File: src/rectangle_pair_merge_assert.svh
// ----------------------------------------------------------------------------
// rectangle_pair_merge assertion macros
// Shared concurrent assertion forms; expect clk and rst_n in scope.
// ----------------------------------------------------------------------------
`ifndef RECTANGLE_PAIR_MERGE_ASSERT_SVH
`define RECTANGLE_PAIR_MERGE_ASSERT_SVH

// same-cycle implication
`define RPM_ASSERT_NOW(lbl, ante, cons, msg) \
    lbl: assert property (@(posedge clk) disable iff (!rst_n) (ante) |-> (cons)) \
        else $error(msg);

// next-cycle implication
`define RPM_ASSERT_NEXT(lbl, ante, cons, msg) \
    lbl: assert property (@(posedge clk) disable iff (!rst_n) (ante) |=> (cons)) \
        else $error(msg);

`endif

File: src/rpm_pkg.sv
// ----------------------------------------------------------------------------
// rpm_pkg
// Types and constants shared by the rectangle pair merge block.
// ----------------------------------------------------------------------------
`default_nettype none

package rpm_pkg;

    localparam int COORD_W         = 32;
    localparam int MAX_PIECES      = 3;
    localparam int PIECE_CNT_W     = $clog2(MAX_PIECES + 1);
    localparam int QUEUE_DEPTH_DEF = 2;

    typedef logic signed [COORD_W-1:0] coord_t;

    typedef struct packed {
        coord_t left;
        coord_t bottom;
        coord_t right;
        coord_t top;
    } rect_t;

    // one classified pair: pieces in emit order, slot 0 first
    typedef struct packed {
        logic                         merged;
        logic [PIECE_CNT_W-1:0]       cnt;
        rect_t [MAX_PIECES-1:0]       piece;
    } q_entry_t;

    // queue status toward the back end
    typedef struct packed {
        logic     head_valid;
        q_entry_t head;
    } q_head_t;

endpackage

`default_nettype wire

File: src/rpm_queue.sv
// ----------------------------------------------------------------------------
// rpm_queue
// Short FIFO of classified pairs between the front and back ends.
// ----------------------------------------------------------------------------
`default_nettype none

`include "rectangle_pair_merge_assert.svh"

module rpm_queue import rpm_pkg::*;
#(
    parameter int DEPTH = QUEUE_DEPTH_DEF
)
(
    input  wire logic      clk,
    input  wire logic      rst_n,
    input  wire logic      push,
    input  wire q_entry_t  wr_entry,
    output logic           full,
    input  wire logic      pop,
    output q_head_t        head
);

    localparam int AW = (DEPTH > 1) ? $clog2(DEPTH) : 1;
    localparam int CW = $clog2(DEPTH + 1);

    q_entry_t        mem_reg [DEPTH];
    logic [AW-1:0]   wptr_reg, wptr_next;
    logic [AW-1:0]   rptr_reg, rptr_next;
    logic [CW-1:0]   cnt_reg, cnt_next;
    logic            do_push, do_pop;

    assign full            = (cnt_reg == CW'(DEPTH));
    assign head.head_valid = (cnt_reg != '0);
    assign head.head       = mem_reg[rptr_reg];

    assign do_push = push && !full;
    assign do_pop  = pop && head.head_valid;

    always_comb
    begin
        wptr_next = wptr_reg;
        rptr_next = rptr_reg;
        cnt_next  = cnt_reg;
        if (do_push)
        begin
            wptr_next = (wptr_reg == AW'(DEPTH - 1)) ? '0 : wptr_reg + 1'b1;
        end
        if (do_pop)
        begin
            rptr_next = (rptr_reg == AW'(DEPTH - 1)) ? '0 : rptr_reg + 1'b1;
        end
        if (do_push && !do_pop)
        begin
            cnt_next = cnt_reg + 1'b1;
        end
        else if (do_pop && !do_push)
        begin
            cnt_next = cnt_reg - 1'b1;
        end
    end

    always_ff @(posedge clk or negedge rst_n)
    begin
        if (!rst_n)
        begin
            wptr_reg <= '0;
            rptr_reg <= '0;
            cnt_reg  <= '0;
        end
        else
        begin
            wptr_reg <= wptr_next;
            rptr_reg <= rptr_next;
            cnt_reg  <= cnt_next;
        end
    end

    always_ff @(posedge clk)
    begin
        if (do_push)
        begin
            mem_reg[wptr_reg] <= wr_entry;
        end
    end

    `RPM_ASSERT_NOW(a_q_cnt_bound, 1'b1, cnt_reg <= CW'(DEPTH), "queue count above depth")
    `RPM_ASSERT_NEXT(a_q_push_only, do_push && !do_pop, cnt_reg != '0, "push lost in queue")
    `RPM_ASSERT_NEXT(a_q_full_holds, full && !do_pop, full, "full queue drained without pop")

endmodule

`default_nettype wire

File: config.mk
export PLATFORM = sky130hd
export DESIGN_NAME = rpm_queue
export DESIGN_NICKNAME = d
export VERILOG_FILES = /design/src/rpm_pkg.sv /design/src/rpm_queue.sv
export VERILOG_INCLUDE_DIRS = /design/src /design/src/src
export SDC_FILE = /design/constraint.sdc
export NUM_CORES = 1
export LEC_CHECK = 0
export BUFFER_PORTS_ARGS = -buffer_cell sky130_fd_sc_hd__buf_2
export CAP_MARGIN = 25
export CELL_PAD_IN_SITES_DETAIL_PLACEMENT = 1
export CELL_PAD_IN_SITES_GLOBAL_PLACEMENT = 1
export CORE_AREA = 5 5 299 301
export CTS_CLUSTER_DIAMETER = 200
export DETAILED_ROUTE_END_ITERATION = 10
export DIE_AREA = 0 0 304 306
export GPL_ROUTABILITY_DRIVEN = 0
export PLACE_DENSITY = 0.68
export RECOVER_POWER = 50
export SYNTH_ARGS = -nofsm -noshare
export SYNTH_HDL_FRONTEND = slang
export SYNTH_SLANG_ARGS = --single-unit
File: constraint.sdc
create_clock -name clk -period 18.8 [get_ports clk]
set_input_delay 0 -clock clk [delete_from_list [all_inputs] [get_ports clk]]
set_output_delay 0 -clock clk [all_outputs]
set_load 0.02 [all_outputs]
==> metrics.md <==
| Metric | Value |
|---|---|
| Status | `complete, but fails checks` |
| Failing checks | `capacitance limit, slew limit` |
| Max FFs per register | `774` |
| Crit. Startpoint | `cnt_reg[0]$_DFFE_PN0P_` |
| Setup CP Type | `reg2reg` |
| DR pass1 iterations | `4` |
| Fmax | `157.0 MHz` |
| Initial Util | `0.3407` |
| Initial antenna violation count | `14` |
| GRT overflow | `0` |
| Yosys top cell by area | `edfxtp_1` |
| Tightest Hold Check Type | `in2reg` |
| R2R Path End | `mem_reg[0][286]$_DFFE_PP_` |
| Max Slew Vio Count | `192` |
| Area Growth Syn to Fin | `37.51%` |
| Final core utilization | `0.4685` |
| Crit path max fanout | `74` |
| CTS Hold Buffers Added | `391` |
| Commonest non-fill, non-tap cell in the layout | `edfxtp_1` |
| CTS tree | `built` |
| Final period utilization | `0.3387` |
| Share of the synthesized area in the top cell type | `0.7900` |
| R2R Path Start | `cnt_reg[0]$_DFFE_PN0P_` |
| Number of CTS-inserted buffers | `81` |
| Tot Pwr | `6.295 mW` |
| Final setup skew | `around 28 ps` |
| Vias per cell | `4.489` |
| DR vias | `roughly 17000` |
| Max Cap Viol | `3` |
| Sequential share of the synthesized area | `0.7934` |
| Share of cells above drive strength 1 | `0.3738` |
| Total GRT Usage | `0.1726` |
| Avg WL per Cell | `22.71 µm` |
| I/O Pins | `780` |
| Die Height | `~310 µm` |
| Footprint of the multi-input gates | `0.005555 mm²` |
| Clock Sinks | `778` |
| Num rows | `108` |
| Nets | `about 2800` |
| Dominant cells by area after synthesis | `edfxtp_1 (79%), mux2_4 (15%), mux2_2 (3.3%), buf_6 (0.96%), buf_8 (0.61%)` |
| Reg2Reg Depth | `6` |
| Clock Path Buffers | `3` |
| Vias in the first global route | `around 19000` |
| Req. time, crit path | `19020 ps` |
| First-pass GRT wire length | `122.5 mm` |
| Post-CTS sizing | `0` |
| Worst vdd ir | `0.1081 mV` |
| Layout fillers | `8503` |
| Final setup viols | `0` |
| Setup Buffers After CTS | `0` |
| Core Box Area | `around 0.086 mm²` |
| Critical path capture point | `mem_reg[0][286]$_DFFE_PP_` |
| Ys Warns | `0` |
| Leakage | `around 15 nW` |
| CTS root buf | `clkbuf_16` |
| Fin crit period | `roughly 6400 ps` |
| Area of the die | `around 0.093 mm²` |
| RSZ-0062 raised after global routing | `false` |
| Setup TNS | `0 ps` |
| Worst EP arrival | `6590 ps` |
| Slew HR | `-1.836` |
| DRC violations left | `0` |
| #FFs+latches synth | `778` |
| Final hold vios | `0` |
| Final wirelength | `between 80 and 90 mm` |
| Type of origin of the critical path | `register` |
| Commonest non-fill, non-tap cells in the layout | `edfxtp_1 (774), buf_2 (426), dlygate4sd3_1 (391), clkbuf_1 (356), mux2_4 (295)` |
| Clock latency on the worst-skew pair | `610 ps` |
| I/O Buffers | `779` |
| CP endpoint kind | `register` |
| Cell count after placement | `3131` |
| Hold_ws | `between 100 and 150 ps` |
| H-tree levels | `3` |
| Mean Syn Cell Area | `24.06 µm²` |
| Area of the mapped netlist | `0.02942 mm²` |
| Final Non-Filler Cells | `3678` |
| ANT nets after route | `0` |
| Worst-margin pin slew | `4253 ps` |
| Post-DP HPWL | `54.16 mm` |
| Synth Net Count | `1615` |
| Netlist cell types | `16` |
| Die Wd | `304 µm` |
| DR iter-0 viols | `slightly below 1000` |
| Worst-path clk slew | `approximately 60 ps` |
| Cell count after synthesis | `1223` |
| R2r setup slk | `around 12000 ps` |
| FF/Latch Area | `0.02334 mm²` |
| Largest net degree at the start of global routing | `75` |
| Power per Cell Area | `155.6 mW/mm²` |
-- final cells by class --
class,count,area share
timing repair buffer,1189,0.1869
antenna,11,0.0006804
clock inverter,44,0.009341
clock buffer,99,0.05283
tap,1155,0.03572
inverter,2,0.0001856
multi-input combinational,400,0.1373
sequential,778,0.5770
-- per-layer routing --
layer	track usage	routed length, µm	up-vias
li1	-	-	7365
met1	0.1918	29960	8279
met2	0.3109	43300	728
met3	0.05819	7408	137
met4	0.05999	2851	2
met5	0	13	-
-- power breakdown --
part / total [mW] / switching (mW) / internal (mW)
sequential: 2.52 / 0.126 / 2.39
combinational: 2.26 / 1.33 / 0.926
clock: 1.52 / 0.665 / 0.856
total: 6.30 / 2.12 / 4.17
-- critical path: stages (launching register included) --
cell	delay, ps
dfrtp_1	420
nand2b_1	180
nand2_1	120
nor2_1	160
clkbuf_1	2980
buf_4	980
buf_4	900
-- cells in the mapped netlist, drive strengths merged --
library cell,number
inv,2
mux2,387
dfrtp,4
ha,1
or2,1
and3,1
edfxtp,774
buf,43
nand2,2
nor2,2
xnor2,3
xor2,2
nand2b,1
-- how the worst min path moves through the flow --
stage | to | slack [ps] | from | depth (start not counted)
6_report | mem_reg[1][169]$_DFFE_PP_ | 110 | wr_entry[169] | 2
5_1_grt | mem_reg[0][169]$_DFFE_PP_ | 60 | wr_entry[169] | 2
4_1_cts | mem_reg[0][221]$_DFFE_PP_ | 40 | wr_entry[221] | 2
3_5_place_dp | wptr_reg$_DFFE_PN0N_ | -180 | rst_n | 1
3_3_place_gp | wptr_reg$_DFFE_PN0N_ | -190 | rst_n | 1
2_1_floorplan | cnt_reg[0]$_DFFE_PN0P_ | -300 | rst_n | 0
-- cells by family after synthesis --
| family | count (synthesis) | synth area share |
|---|---|---|
| xor gates and xnor gates | 5 | 0.001489 |
| adders and majority gates | 1 | 0.0004252 |
| buffers and inverters | 45 | 0.01697 |
| DFF | 778 | 0.7934 |
| muxes | 387 | 0.1865 |
| and+or+nand+nor | 7 | 0.001149 |
-- stage by stage --
step,setup slack (ps),area (µm²)
floorplan,1019,29420
global placement,14340,34420
detailed placement,14270,34420
CTS,13600,40840
global route,11980,40450
finish,12430,40450
Power figures use the tool's default switching activity.
